`src/hdl/mrbm_pkg.sv`:
```
// Shared types and constants for the maximal-rectangle block.
// No dependencies; every other file in hdl/ uses this package.
`default_nettype none
package mrbm_pkg;

  localparam int AREA_W  = 13;
  localparam int NCOLS_W = 7;
  localparam int CFG_AW  = 3;
  localparam int CFG_DW  = 32;

  localparam logic [AREA_W-1:0]  AREA_CAP    = 13'h1FFF;
  localparam logic [NCOLS_W-1:0] NCOLS_RESET = 7'd64;

  // word index of the configuration registers (byte address / 4)
  localparam logic [CFG_AW-3:0] REG_NUM_COLS = 1'b0;

  // commands from the controller to the datapath
  typedef struct packed {
    logic accept;   // latch the incoming cell
    logic hgt;      // update the column height
    logic pop;      // pop the stack top and offer its area
    logic flush_w;  // width of a pop runs through the current column
    logic push;     // push the current height and start column
    logic col_adv;  // move to the next column
    logic col_zero; // row done, back to column zero
    logic emit;     // load the result and clear the matrix state
  } mrbm_cmd_t;

  // status from the datapath to the controller
  typedef struct packed {
    logic top_ge;      // stack not empty and top height >= current height
    logic stack_empty;
    logic row_end;
    logic last;
    logic out_free;
  } mrbm_sts_t;

endpackage
`default_nettype wire

```
`src/hdl/mrbm_if.sv`:
```
// Valid/ready stream interfaces for the cell input and the area result.
// Depends on mrbm_pkg for the result width.
`default_nettype none
interface mrbm_in_if;
  logic valid;
  logic ready;
  logic cell_bit;
  logic last_cell;

  modport source (output valid, output cell_bit, output last_cell, input ready);
  modport sink (input valid, input cell_bit, input last_cell, output ready);
endinterface

interface mrbm_out_if;
  logic                        valid;
  logic                        ready;
  logic [mrbm_pkg::AREA_W-1:0] rect_area;

  modport source (output valid, output rect_area, input ready);
  modport sink (input valid, input rect_area, output ready);
endinterface
`default_nettype wire

```
`src/hdl/mrbm_ctrl.sv`:
```
// Sequencer for the maximal-rectangle block: one cell at a time through
// height update, stack pops, push and the row-end flush. Uses mrbm_pkg.
`default_nettype none
module mrbm_ctrl (
  input  logic                clk,
  input  logic                rst_n,
  input  logic                in_valid,
  output logic                in_ready,
  input  mrbm_pkg::mrbm_sts_t sts,
  output mrbm_pkg::mrbm_cmd_t cmd
);
  import mrbm_pkg::*;

  localparam logic [2:0] S_IDLE  = 3'd0;
  localparam logic [2:0] S_HGT   = 3'd1;
  localparam logic [2:0] S_CMP   = 3'd2;
  localparam logic [2:0] S_FLUSH = 3'd3;
  localparam logic [2:0] S_WAIT  = 3'd4;

  logic [2:0] state_r;
  logic [2:0] state_nxt;

  always_comb begin
    state_nxt = state_r;
    cmd       = '0;
    in_ready  = 1'b0;
    case (state_r)
      S_IDLE: begin
        in_ready = 1'b1;
        if (in_valid) begin
          cmd.accept = 1'b1;
          state_nxt  = S_HGT;
        end
      end
      S_HGT: begin
        cmd.hgt   = 1'b1;
        state_nxt = S_CMP;
      end
      S_CMP: begin
        if (sts.top_ge) begin
          cmd.pop = 1'b1;
        end else begin
          cmd.push = 1'b1;
          if (sts.row_end) begin
            state_nxt = S_FLUSH;
          end else begin
            cmd.col_adv = 1'b1;
            state_nxt   = S_IDLE;
          end
        end
      end
      S_FLUSH: begin
        if (!sts.stack_empty) begin
          cmd.pop     = 1'b1;
          cmd.flush_w = 1'b1;
        end else if (sts.last) begin
          // the wait state lets the last product reach the running best
          state_nxt = S_WAIT;
        end else begin
          cmd.col_zero = 1'b1;
          state_nxt    = S_IDLE;
        end
      end
      S_WAIT: begin
        if (sts.out_free) begin
          cmd.emit  = 1'b1;
          state_nxt = S_IDLE;
        end
      end
      default: begin
        state_nxt = S_IDLE;
      end
    endcase
  end

  always_ff @(posedge clk) begin
    if (!rst_n) begin
      state_r <= S_IDLE;
    end else begin
      state_r <= state_nxt;
    end
  end

endmodule
`default_nettype wire

```
`src/hdl/mrbm_dp.sv`:
```
// Datapath: column-height memory, height/start stack memory, area
// multiplier, running best and the result register. Uses mrbm_pkg.
`default_nettype none
module mrbm_dp #(
  parameter int MAX_COLS = 64,
  parameter int MAX_ROWS = 64
) (
  input  logic                          clk,
  input  logic                          rst_n,
  input  mrbm_pkg::mrbm_cmd_t           cmd,
  output mrbm_pkg::mrbm_sts_t           sts,
  input  logic                          in_cell,
  input  logic                          in_last,
  input  logic [mrbm_pkg::NCOLS_W-1:0]  num_cols,
  input  logic                          out_ready,
  output logic                          out_valid,
  output logic [mrbm_pkg::AREA_W-1:0]   out_area
);
  import mrbm_pkg::*;

  localparam int CW = (MAX_COLS > 1) ? $clog2(MAX_COLS) : 1;
  localparam int DW = $clog2(MAX_COLS + 1);
  localparam int HW = $clog2(MAX_ROWS + 1);
  localparam int PW = HW + DW;
  localparam int NW = (DW > NCOLS_W) ? DW : NCOLS_W;
  localparam int XW = (PW > AREA_W) ? PW : AREA_W;
  localparam int SW = HW + CW;

  logic              cell_r;
  logic              last_r;
  logic [CW-1:0]     col_r;
  logic [HW-1:0]     h_r;
  logic [CW-1:0]     start_r;
  logic [DW-1:0]     depth_r;
  logic [DW-1:0]     depth_nxt;
  logic [PW-1:0]     prod_r;
  logic              pv_r;
  logic [AREA_W-1:0] best_r;
  logic              out_valid_r;
  logic [AREA_W-1:0] out_area_r;

  // column heights; entries read as zero until written since the last clear
  logic [HW-1:0]       hmem [MAX_COLS];
  logic [HW-1:0]       hrd_r;
  logic [MAX_COLS-1:0] hvld_r;
  logic [HW-1:0]       h_old;
  logic [HW-1:0]       h_new;

  // stack of {height, start column}
  logic [SW-1:0] smem [MAX_COLS];
  logic [SW-1:0] srd_r;
  logic [SW-1:0] swd_r;
  logic          sfwd_r;
  logic [SW-1:0] s_wd;
  logic [SW-1:0] s_top;
  logic [HW-1:0] top_h;
  logic [CW-1:0] top_s;
  logic [CW-1:0] s_ra;
  logic [CW-1:0] s_wa;
  logic          s_we;

  logic [NW-1:0]     ncols_ext;
  logic [NW-1:0]     n_eff;
  logic [DW-1:0]     pop_w;
  logic [XW-1:0]     prod_x;
  logic [AREA_W-1:0] area;

  // column count: zero acts as one, above the maximum acts as the maximum
  always_comb begin
    ncols_ext = NW'(num_cols);
    if (ncols_ext == '0) begin
      n_eff = NW'(1);
    end else if (ncols_ext > NW'(MAX_COLS)) begin
      n_eff = NW'(MAX_COLS);
    end else begin
      n_eff = ncols_ext;
    end
  end

  always_comb begin
    h_old = hvld_r[col_r] ? hrd_r : '0;
    if (!cell_r) begin
      h_new = '0;
    end else if (h_old != HW'(MAX_ROWS)) begin
      h_new = h_old + HW'(1);
    end else begin
      h_new = h_old;
    end
  end

  always_ff @(posedge clk) begin
    if (cmd.hgt) begin
      hmem[col_r] <= h_new;
    end
    hrd_r <= hmem[col_r];
  end

  always_ff @(posedge clk) begin
    if (!rst_n || cmd.emit) begin
      hvld_r <= '0;
    end else if (cmd.hgt) begin
      hvld_r[col_r] <= 1'b1;
    end
  end

  // stack: read address follows the next top; forward a push to the same slot
  assign s_we  = cmd.push && (depth_r != DW'(MAX_COLS));
  assign s_wd  = {h_r, start_r};
  assign s_wa  = CW'(depth_r);
  assign s_top = sfwd_r ? swd_r : srd_r;
  assign top_h = s_top[SW-1:CW];
  assign top_s = s_top[CW-1:0];

  always_comb begin
    if (cmd.emit) begin
      depth_nxt = '0;
    end else if (cmd.pop) begin
      depth_nxt = depth_r - DW'(1);
    end else if (s_we) begin
      depth_nxt = depth_r + DW'(1);
    end else begin
      depth_nxt = depth_r;
    end
  end

  assign s_ra = CW'(depth_nxt - DW'(1));

  always_ff @(posedge clk) begin
    if (s_we) begin
      smem[s_wa] <= s_wd;
    end
    srd_r  <= smem[s_ra];
    sfwd_r <= s_we && (s_wa == s_ra);
    swd_r  <= s_wd;
  end

  assign pop_w = cmd.flush_w ? (DW'(col_r) + DW'(1) - DW'(top_s))
                             : (DW'(col_r) - DW'(top_s));

  always_ff @(posedge clk) begin
    prod_r <= PW'(top_h) * PW'(pop_w);
  end

  always_comb begin
    prod_x = XW'(prod_r);
    area   = (prod_x > XW'(AREA_CAP)) ? AREA_CAP : AREA_W'(prod_x);
  end

  always_ff @(posedge clk) begin
    if (cmd.accept) begin
      cell_r <= in_cell;
      last_r <= in_last;
    end
    if (cmd.hgt) begin
      h_r     <= h_new;
      start_r <= col_r;
    end else if (cmd.pop) begin
      start_r <= top_s;
    end
    if (cmd.emit) begin
      out_area_r <= best_r;
    end
  end

  always_ff @(posedge clk) begin
    if (!rst_n) begin
      depth_r     <= '0;
      col_r       <= '0;
      pv_r        <= 1'b0;
      best_r      <= '0;
      out_valid_r <= 1'b0;
    end else begin
      depth_r <= depth_nxt;
      pv_r    <= cmd.pop;
      if (cmd.emit || cmd.col_zero) begin
        col_r <= '0;
      end else if (cmd.col_adv) begin
        col_r <= col_r + CW'(1);
      end
      if (cmd.emit) begin
        best_r <= '0;
      end else if (pv_r && (area > best_r)) begin
        best_r <= area;
      end
      if (cmd.emit) begin
        out_valid_r <= 1'b1;
      end else if (out_ready) begin
        out_valid_r <= 1'b0;
      end
    end
  end

  assign sts.top_ge      = (depth_r != '0) && (top_h >= h_r);
  assign sts.stack_empty = (depth_r == '0);
  assign sts.row_end     = ((NW'(col_r) + NW'(1)) >= n_eff) || last_r;
  assign sts.last        = last_r;
  assign sts.out_free    = !out_valid_r || out_ready;

  assign out_valid = out_valid_r;
  assign out_area  = out_area_r;

endmodule
`default_nettype wire

```
`src/hdl/maximal_rectangle_binary_matrix_top.sv`:
```
// Largest all-ones rectangle of a binary matrix streamed in row-major order.
//
// in_ch carries one cell per transfer (cell_bit, last_cell). num_cols, at
// byte address 0 of the cfg port, sets the cells per row (reset 64); write
// it only while the block is idle. After the transfer of the cell flagged
// last_cell, out_ch presents rect_area, the area of the largest all-ones
// rectangle, and the block returns to its cleared state for the next matrix.
//
// One cell at a time passes through a shared stack engine: each cell takes
// the accept, height and compare steps, with one more compare step per stack
// pop; a row end adds flush steps, one per entry left on the stack and a
// last one that finds it empty. Every entry is pushed and popped once, and
// the sequencer takes one step per cycle. With the output register free, the
// last product is registered, folded into the running best, then loaded out.
//
// Reset clears the column heights (valid bits), the stack, the column
// position and the running best; there is no clearing pass. A result held by
// a stalled receiver stays on out_ch; the next matrix is accepted meanwhile
// and only its own result waits for the output register to free up.
`default_nettype none
module maximal_rectangle_binary_matrix_top #(
  parameter int MAX_COLS = 64,
  parameter int MAX_ROWS = 64
) (
  input  logic                          clk,
  input  logic                          rst_n,
  mrbm_in_if.sink                       in_ch,
  mrbm_out_if.source                    out_ch,
  input  logic                          cfg_psel,
  input  logic                          cfg_penable,
  input  logic                          cfg_pwrite,
  input  logic [mrbm_pkg::CFG_AW-1:0]   cfg_paddr,
  input  logic [mrbm_pkg::CFG_DW-1:0]   cfg_pwdata,
  output logic [mrbm_pkg::CFG_DW-1:0]   cfg_prdata,
  output logic                          cfg_pready
);
  import mrbm_pkg::*;

  logic [NCOLS_W-1:0] num_cols_r;
  logic [CFG_AW-3:0]  cfg_idx;
  logic               cfg_wr;
  mrbm_cmd_t          cmd;
  mrbm_sts_t          sts;

  assign cfg_idx    = cfg_paddr[CFG_AW-1:2];
  assign cfg_wr     = cfg_psel && cfg_penable && cfg_pwrite && cfg_pready;
  assign cfg_pready = 1'b1;
  assign cfg_prdata = (cfg_idx == REG_NUM_COLS) ? CFG_DW'(num_cols_r) : '0;

  always_ff @(posedge clk) begin
    if (!rst_n) begin
      num_cols_r <= NCOLS_RESET;
    end else if (cfg_wr && (cfg_idx == REG_NUM_COLS)) begin
      num_cols_r <= cfg_pwdata[NCOLS_W-1:0];
    end
  end

  mrbm_ctrl u_ctrl (
    .clk      (clk),
    .rst_n    (rst_n),
    .in_valid (in_ch.valid),
    .in_ready (in_ch.ready),
    .sts      (sts),
    .cmd      (cmd)
  );

  mrbm_dp #(
    .MAX_COLS (MAX_COLS),
    .MAX_ROWS (MAX_ROWS)
  ) u_dp (
    .clk       (clk),
    .rst_n     (rst_n),
    .cmd       (cmd),
    .sts       (sts),
    .in_cell   (in_ch.cell_bit),
    .in_last   (in_ch.last_cell),
    .num_cols  (num_cols_r),
    .out_ready (out_ch.ready),
    .out_valid (out_ch.valid),
    .out_area  (out_ch.rect_area)
  );

endmodule
`default_nettype wire

```
`src/flat_wrapper.sv`:
```
// flat-port wrapper written by rule: the top's interface ports become plain ports
module maximal_rectangle_binary_matrix_top_flat import mrbm_pkg::*;
#(
  parameter int MAX_COLS = 64,
  parameter int MAX_ROWS = 64
)
  (clk, rst_n, cfg_psel, cfg_penable, cfg_pwrite, cfg_paddr, cfg_pwdata, cfg_prdata, cfg_pready, in_ch_valid, in_ch_cell_bit, in_ch_last_cell, in_ch_ready, out_ch_valid, out_ch_rect_area, out_ch_ready);
  mrbm_in_if in_ch_i ();
  mrbm_out_if out_ch_i ();
  input  logic clk;
  input  logic rst_n;
  input  logic cfg_psel;
  input  logic cfg_penable;
  input  logic cfg_pwrite;
  input  logic [mrbm_pkg::CFG_AW-1:0] cfg_paddr;
  input  logic [mrbm_pkg::CFG_DW-1:0] cfg_pwdata;
  output logic [mrbm_pkg::CFG_DW-1:0] cfg_prdata;
  output logic cfg_pready;
  input wire logic [$bits(in_ch_i.valid)-1:0] in_ch_valid;
  input wire logic [$bits(in_ch_i.cell_bit)-1:0] in_ch_cell_bit;
  input wire logic [$bits(in_ch_i.last_cell)-1:0] in_ch_last_cell;
  output wire logic [$bits(in_ch_i.ready)-1:0] in_ch_ready;
  output wire logic [$bits(out_ch_i.valid)-1:0] out_ch_valid;
  output wire logic [$bits(out_ch_i.rect_area)-1:0] out_ch_rect_area;
  input wire logic [$bits(out_ch_i.ready)-1:0] out_ch_ready;
  assign in_ch_i.valid = in_ch_valid;
  assign in_ch_i.cell_bit = in_ch_cell_bit;
  assign in_ch_i.last_cell = in_ch_last_cell;
  assign in_ch_ready = in_ch_i.ready;
  assign out_ch_valid = out_ch_i.valid;
  assign out_ch_rect_area = out_ch_i.rect_area;
  assign out_ch_i.ready = out_ch_ready;
  maximal_rectangle_binary_matrix_top #(.MAX_COLS(MAX_COLS), .MAX_ROWS(MAX_ROWS)) u_core (.clk(clk), .rst_n(rst_n), .in_ch(in_ch_i), .out_ch(out_ch_i), .cfg_psel(cfg_psel), .cfg_penable(cfg_penable), .cfg_pwrite(cfg_pwrite), .cfg_paddr(cfg_paddr), .cfg_pwdata(cfg_pwdata), .cfg_prdata(cfg_prdata), .cfg_pready(cfg_pready));
endmodule
```
`config.mk`:
```
export PLATFORM = sky130hd
export DESIGN_NAME = maximal_rectangle_binary_matrix_top_flat
export DESIGN_NICKNAME = d
export VERILOG_FILES = /design/src/hdl/mrbm_pkg.sv /design/src/hdl/mrbm_if.sv /design/src/hdl/mrbm_ctrl.sv /design/src/hdl/mrbm_dp.sv /design/src/hdl/maximal_rectangle_binary_matrix_top.sv /design/src/flat_wrapper.sv
export SDC_FILE = /design/constraint.sdc
export NUM_CORES = 2
export LEC_CHECK = 0
export BUFFER_PORTS_ARGS = -buffer_cell sky130_fd_sc_hd__buf_2
export CAP_MARGIN = 15
export CORE_MARGIN = 10
export CORE_UTILIZATION = 50
export DETAILED_ROUTE_END_ITERATION = 6
export GPL_TIMING_DRIVEN = 0
export PLACE_DENSITY_LB_ADDON = 0.25
export SYNTH_ARGS = -nofsm -noshare
export SYNTH_HDL_FRONTEND = slang
export SYNTH_SLANG_ARGS = --single-unit
```
`constraint.sdc`:
```
create_clock -name clk -period 13.5 [get_ports clk]
set_clock_uncertainty 0.05 [all_clocks]
set_input_delay 0 -clock clk [delete_from_list [all_inputs] [get_ports clk]]
set_output_delay 0 -clock clk [all_outputs]
set_load 0.005 [all_outputs]
```
---- Yosys cells after proc, flatten, opt, wreduce, memory -nomap -nowiden ----
Memories as Yosys holds them, arrays and structs flattened. A register that Yosys moved wholly into a read port is not among the register bits.
Cells that the tools add are included.
storage, ports and cells
  output and inout port bits .............. 48
  word-level logic and storage cells ...... 118
  bits in registers ....................... 158
  RAM bits ................................ 1280
  memories kept ........................... 2
memories
  memory            words  width  read ports  clocked after memory_dff  wr ports  line           source
  u_core.u_dp.smem  64     13     1           1                         1         mrbm_dp.sv:50  logic [SW-1:0] smem [MAX_COLS];
  u_core.u_dp.hmem  64     7      1           1                         1         mrbm_dp.sv:43  logic [HW-1:0] hmem [MAX_COLS];
cells by class
  $lt $le $gt $ge ......................... 7
  equality and inequality tests ........... 11
  bitwise gates (word level) .............. 3
  reduce and logical (&&, ||, !) cells .... 23
  $mul .................................... 1
  $add $sub $neg .......................... 8
  mux-type cells .......................... 47
operator list
  cell                    number
  $mux W7                 10
  $or A64 B64 Y64         1
  $mux W13                2
  $mux W1                 20
  $mux W3                 5
  $pmux W3 S5             1
  $add A7 B1 Y7 const B   2
  $ge A7 B7 Y1            2
  $gt A14 B13 Y1 const B  1
  $logic_not A7 Y1        2
  $mul A7 B7 Y14          1
  $ne A7 B7 Y1 const B    2
  $gt A13 B13 Y1          1
  $mux W6                 2
  $logic_and A1 B1 Y1     8
  $mux W2                 4
  $add A6 B1 Y7 const B   1
  $gt A7 B7 Y1 const B    1
  $lt A6 B7 Y1 const B    1
  $reduce_bool A7 Y1      1
  $sub A6 B6 Y7           1
  $sub A7 B1 Y7 const B   1
  $sub A7 B6 Y7           1
  $add A6 B1 Y6 const B   1
  other kinds (18)        28

---- Logic depth before layout (Yosys ltp) ----
  word-level depth ........................ 15
  mapped depth ............................ 33
  depth with buffers taken out ............ 32

---- Modules after synthesis ----
Synthesis repeated with hierarchy kept, for this count alone.
second synthesis, totals
  cells, all modules ...................... 3545
  area, all modules ....................... 58479.8 µm²
by module, submodules not included
  module                               cells an instance  area each (µm²)  times used  sequential area each (µm²)
  mrbm_dp                              3453               57695.3          1           42080.4
  maximal_rectangle_binary_matrix_top  66                 556.8            1           140.1
  mrbm_ctrl                            26                 227.7            1           60.1

---- Least setup slack after synthesis ----
Ideal clock, no wire load.
  kind .................................... register -> register
  start ................................... register u_core.u_dp.col_r[1]
  end ..................................... register u_core.u_dp.prod_r[13]
  path slack .............................. 6.654 ns
  stages on the path, launching flop included .. 32
  arrival ................................. 6.675 ns
  period minus slack after synthesis ...... 6.846 ns
  required time ........................... 13.329 ns
  path through ............................ dfxtp_1 clkbuf_1 and3_1 clkbuf_1 clkbuf_1 clkbuf_1 clkbuf_1 nand2_1 xnor2_1 ha_1 o21ai_0 nand2b_1 a21o_1 a21oi_1 xor2_1 or2_2 fa_1 fa_1 inv_1 fa_1 inv_1 fa_1 inv_1 ha_1 a21oi_1 nor2b_1 o21a_1 o21ai_0 nand2b_1 a21oi_1 o21ai_0 xnor2_1
between the ends
  cells in the longest elaborated chain, start to end .. 4
  elaborated cells between the ends (all ways) .. 5
  those cells by class .................... 3 x add/sub; 1 x mul; 1 x mux
ends and longest elaborated chain
  what                      line            source
  start: declaration        mrbm_dp.sv:31   logic [CW-1:0] col_r;
  start signal: assignment  mrbm_dp.sv:178  col_r <= col_r + CW'(1);
  $add A6 B1 Y7             mrbm_dp.sv:137  assign pop_w = cmd.flush_w ? (DW'(col_r) + DW'(1) - DW'(top_s))
  $sub A7 B6 Y7             mrbm_dp.sv:137
  $mux W7 (*)               mrbm_dp.sv:137
  $mul A7 B7 Y14 (*)        mrbm_dp.sv:141  prod_r <= PW'(top_h) * PW'(pop_w);
  end signal: assignment    mrbm_dp.sv:141
  end: declaration          mrbm_dp.sv:36   logic [PW-1:0] prod_r;
Every way passes the cells marked *; elsewhere a longest branch is shown, timed or not.
A chain may end at the register's enable or synchronous reset.

---- Worst setup path after layout ----
Same ends and word-level chain as after synthesis.

==> results.json <==
{
  "ios": 92,
  "final_core_utilization_pct": 58.1,
  "worst_slew_pin_slew_ps": 1320,
  "tritoncts_clock_tree": "yes",
  "cts-buffers-inserted": 149,
  "dominant_combinational_cell_family_by_area_after_synthesis": "multiplexers",
  "grt_first_pass_wirelength_um": 226000,
  "synth-edff-count": 1308,
  "syn_avg_cell_area_um2": 17.0,
  "finalCritPeriodShare_pct": 71.3,
  "synthFlopType": "edfxtp_1",
  "critPathSlowestCell": "clkbuf_1",
  "clk_lat_worst_skew_ps": 770,
  "global_route.usage.total_pct": 23.7,
  "synth_compound_area_share_pct": 5.99,
  "chipWidth_um": 360,
  "synth_top_area_cell": "edfxtp_1",
  "worst_path_most_repeated_cell": "clkbuf_1",
  "clock_period_minus_final_worst_setup_slack_ps": 9620,
  "power_leakage_nw": 21.9,
  "worst-endpoint-arrival_ps": 10220,
  "max-clock-path-buffers": 3,
  "vias": 33200,
  "synth_async_sr_flop_share_pct": 0,
  "synthesis.yosys.warnings": 0,
  "totalNegativeSetupSlack_ps": 0,
  "synth_seq_cells": 1458,
  "drive_above_1_share_pct": 18.0,
  "port-buffer-count": 38,
  "endpoint_required_time_on_the_critical_path_ps": 14100,
  "crit_type": "flip-flop to flip-flop",
  "avgRoutedWirePerCell_um": 29.1,
  "achievable-frequency_ghz": 0.104,
  "area_delta_synth_final_pct": 15.2,
  "post_synth_inst_count": 3394,
  "remaining_design_rule_violation_count": 0,
  "placed_cell_area_um2": 61400,
  "synth.most_common_cell": "edfxtp_1",
  "postCtsResizedCells": 0,
  "largest_net_degree_at_the_start_of_global_routing": 50,
  "finalNetCount": 3873,
  "rsz0062_at_grt": "false",
  "critical_path_peak_fanout": 10,
  "final_design_area_no_fill_um2": 66500,
  "yosys-top-cells-area": "edfxtp_1 68%, mux4_2 8.1%, dfxtp_1 5.2%",
  "synth_cell_type_count": 76,
  "num_antenna_cells": 0,
  "cell_type_group_with_the_largest_total_delay_on_the_critical_path": "buffers and inverters",
  "result_of_the_run": "complete, no violations",
  "post-cts-setup-buffer-count": 0,
  "power_per_cell_area_nw_per_um2": 229,
  "hold_violations": 0,
  "cts.htree.levels": 4,
  "antenna_found_initial": 4,
  "worst_setup_start_kind": "flip-flop",
  "finalMaxSlewViolations": 0,
  "ctsHoldBuffers": 30,
  "grt_overflow_total": 0,
  "initial_standard_cell_utilization_of_the_core_pct": 50.4,
  "synth.top_cells.by_count": "1308 x edfxtp_1, 372 x nor2_1, 218 x nand2_1",
  "die_h_um": 360,
  "drt.antenna.violating_nets": 0,
  "maxCapViolCount": 0,
  "clkSlewWorstSetupHoldPaths_ps": 60,
  "post_synthesis_share_of_cell_area_spent_on_full_adders_half_adders_and_majority_gates_pct": 2.41,
  "critical_path_buf_inv_count": 8,
  "xor_xnor_share_of_the_synthesized_area_pct": 0.829,
  "hold_class": "input pin to flip-flop",
  "detailed_routing_iterations_pass_1": 6,
  "timing.critical_path.to_type": "flip-flop",
  "total_power_mw": 15.2,
  "power.ir.vdd_worst_v": 0.000247,
  "final-setup-viol-count": 0,
  "synth_top_area_share_pct": 68.1,
  "rows": 124,
  "clkSinkCount": 1458,
  "gp_congestion": 0.955,
  "slew_headroom_pct": 12.0,
  "die_area_um2": 129000,
  "vias_per_cell": 6.18,
  "synth_simple_gate_area_share_pct": 5.90,
  "dpl.hpwl_um": 104000,
  "synth_seq_area_share_pct": 73.3,
  "slowest_delay_ps": 870,
  "core_area_um2": 115000,
  "dr.first_iter.drc_count": 4947,
  "cts_root_buffer": "clkbuf_16",
  "synth.cell_area_um2": 57700,
  "synthMuxAreaShare_pct": 9.44,
  "vias_in_the_first_global_route": 32600,
  "drt_wl_total_um": 156000
}
## cell families (layout without fill, tap and decap cells)
kind of cell,Yosys count,in the layout
compound gates,462,462
xor+xnor,49,49
fa+ha+maj,96,96
buf+inv,268,703
flops,1458,1458
mux,281,281
other cells,2,26
simple gates,778,778
## flip-flops by register name, indices dropped and copies added, names as in the netlist, 3 cells and up
register	flops
u_core.u_dp.col_r	6
u_core.u_dp.smem	832
u_core.u_dp.hvld_r	64
u_core.u_dp.srd_r	13
u_core.u_dp.start_r	6
u_core.u_dp.best_r	13
u_core.u_ctrl.state_r	3
u_core.u_dp.swd_r	13
u_core.u_dp.hmem	448
u_core.u_dp.depth_r	7
u_core.u_dp.out_area	13
u_core.u_dp.hrd_r	7
u_core.num_cols_r	7
u_core.u_dp.h_r	7
u_core.u_dp.prod_r	14
## tightest hold or removal path, stage by stage
cell and delay, ps:
dlygate4sd3_1 550, buf_2 120, nor2b_1 60, nor2_1 100, nor2_1 40
## final timing paths
kind	start	end	slack [ps]	depth (start not counted)
worst max register to register	u_core.u_dp.col_r[1]	u_core.u_dp.prod_r[13]	3880	31
worst min register to register	u_core.u_dp.best_r[6]	u_core.u_dp.out_area[6]	400	0
worst min-delay path	out_ch_ready	u_core.u_dp.out_valid	110	5
worst max-delay path	u_core.u_dp.col_r[1]	u_core.u_dp.prod_r[13]	3880	31
## routing by layer
metal / up-vias / wire length, µm / track usage (%)
met3: 381 / 16900 / 6.02
met2: 1907 / 70500 / 35.8
met1: 16900 / 61300 / 32.6
li1: 14000 / - / -
met4: 4 / 7090 / 10.1
met5: - / 30 / 0
## layout make-up
class / count / area, µm²
sequential: 1458 / 42300
inverter: 71 / 267
clock inverter: 84 / 693
multi-input combinational: 1692 / 14300
fill: 8518 / 48000
clock buffer: 187 / 4020
timing repair buffer: 164 / 2030
tap: 1512 / 1890
buffer: 197 / 960
## cells in the final DEF, fill, tap and decap left out, drive strengths merged, types with 7 or more instances in the layout
cell type    instances
inv                 75
nor2b               15
nand2b              19
o21ai               17
a221oi              54
nand4               26
xnor2               30
o21a                 7
dlygate4sd3         30
or3                  7
a31oi               58
buf                224
o22ai               22
conb                26
edfxtp            1308
o31ai               10
xor2                19
mux2i               50
nor4                10
a21o                10
nor3                 7
a32oi               18
mux4               208
nand2              219
a22o                54
dfxtp              150
clkinv              67
mux2                23
a22oi              148
nand3               45
ha                  71
o211ai               8
or2                 22
clkbuf             294
nor2               373
clkinvlp             7
fa                  25
and3                 8
a21oi               38
## where the power goes
part           switching [mW]  total, mW  internal [mW]
Clock                    1.73       3.97           2.24
Sequential             0.0662       5.25           5.18
Combinational            3.53       6.01           2.48
## metrics by stage
| stage | worst slack (ps) | hold slack [ps] | instances |
|---|---|---|---|
| final | 3880 | 106 | 5365 |
| after global routing | 3530 | 112 | 5365 |
| after CTS | 3910 | 56.5 | 5361 |
| after detailed placement | 3970 | 134 | 5060 |
| after global placement | 2530 | 129 | 4968 |
| after floorplan | 6650 | -23.1 | 3418 |
(Power assumes the default switching activity.)
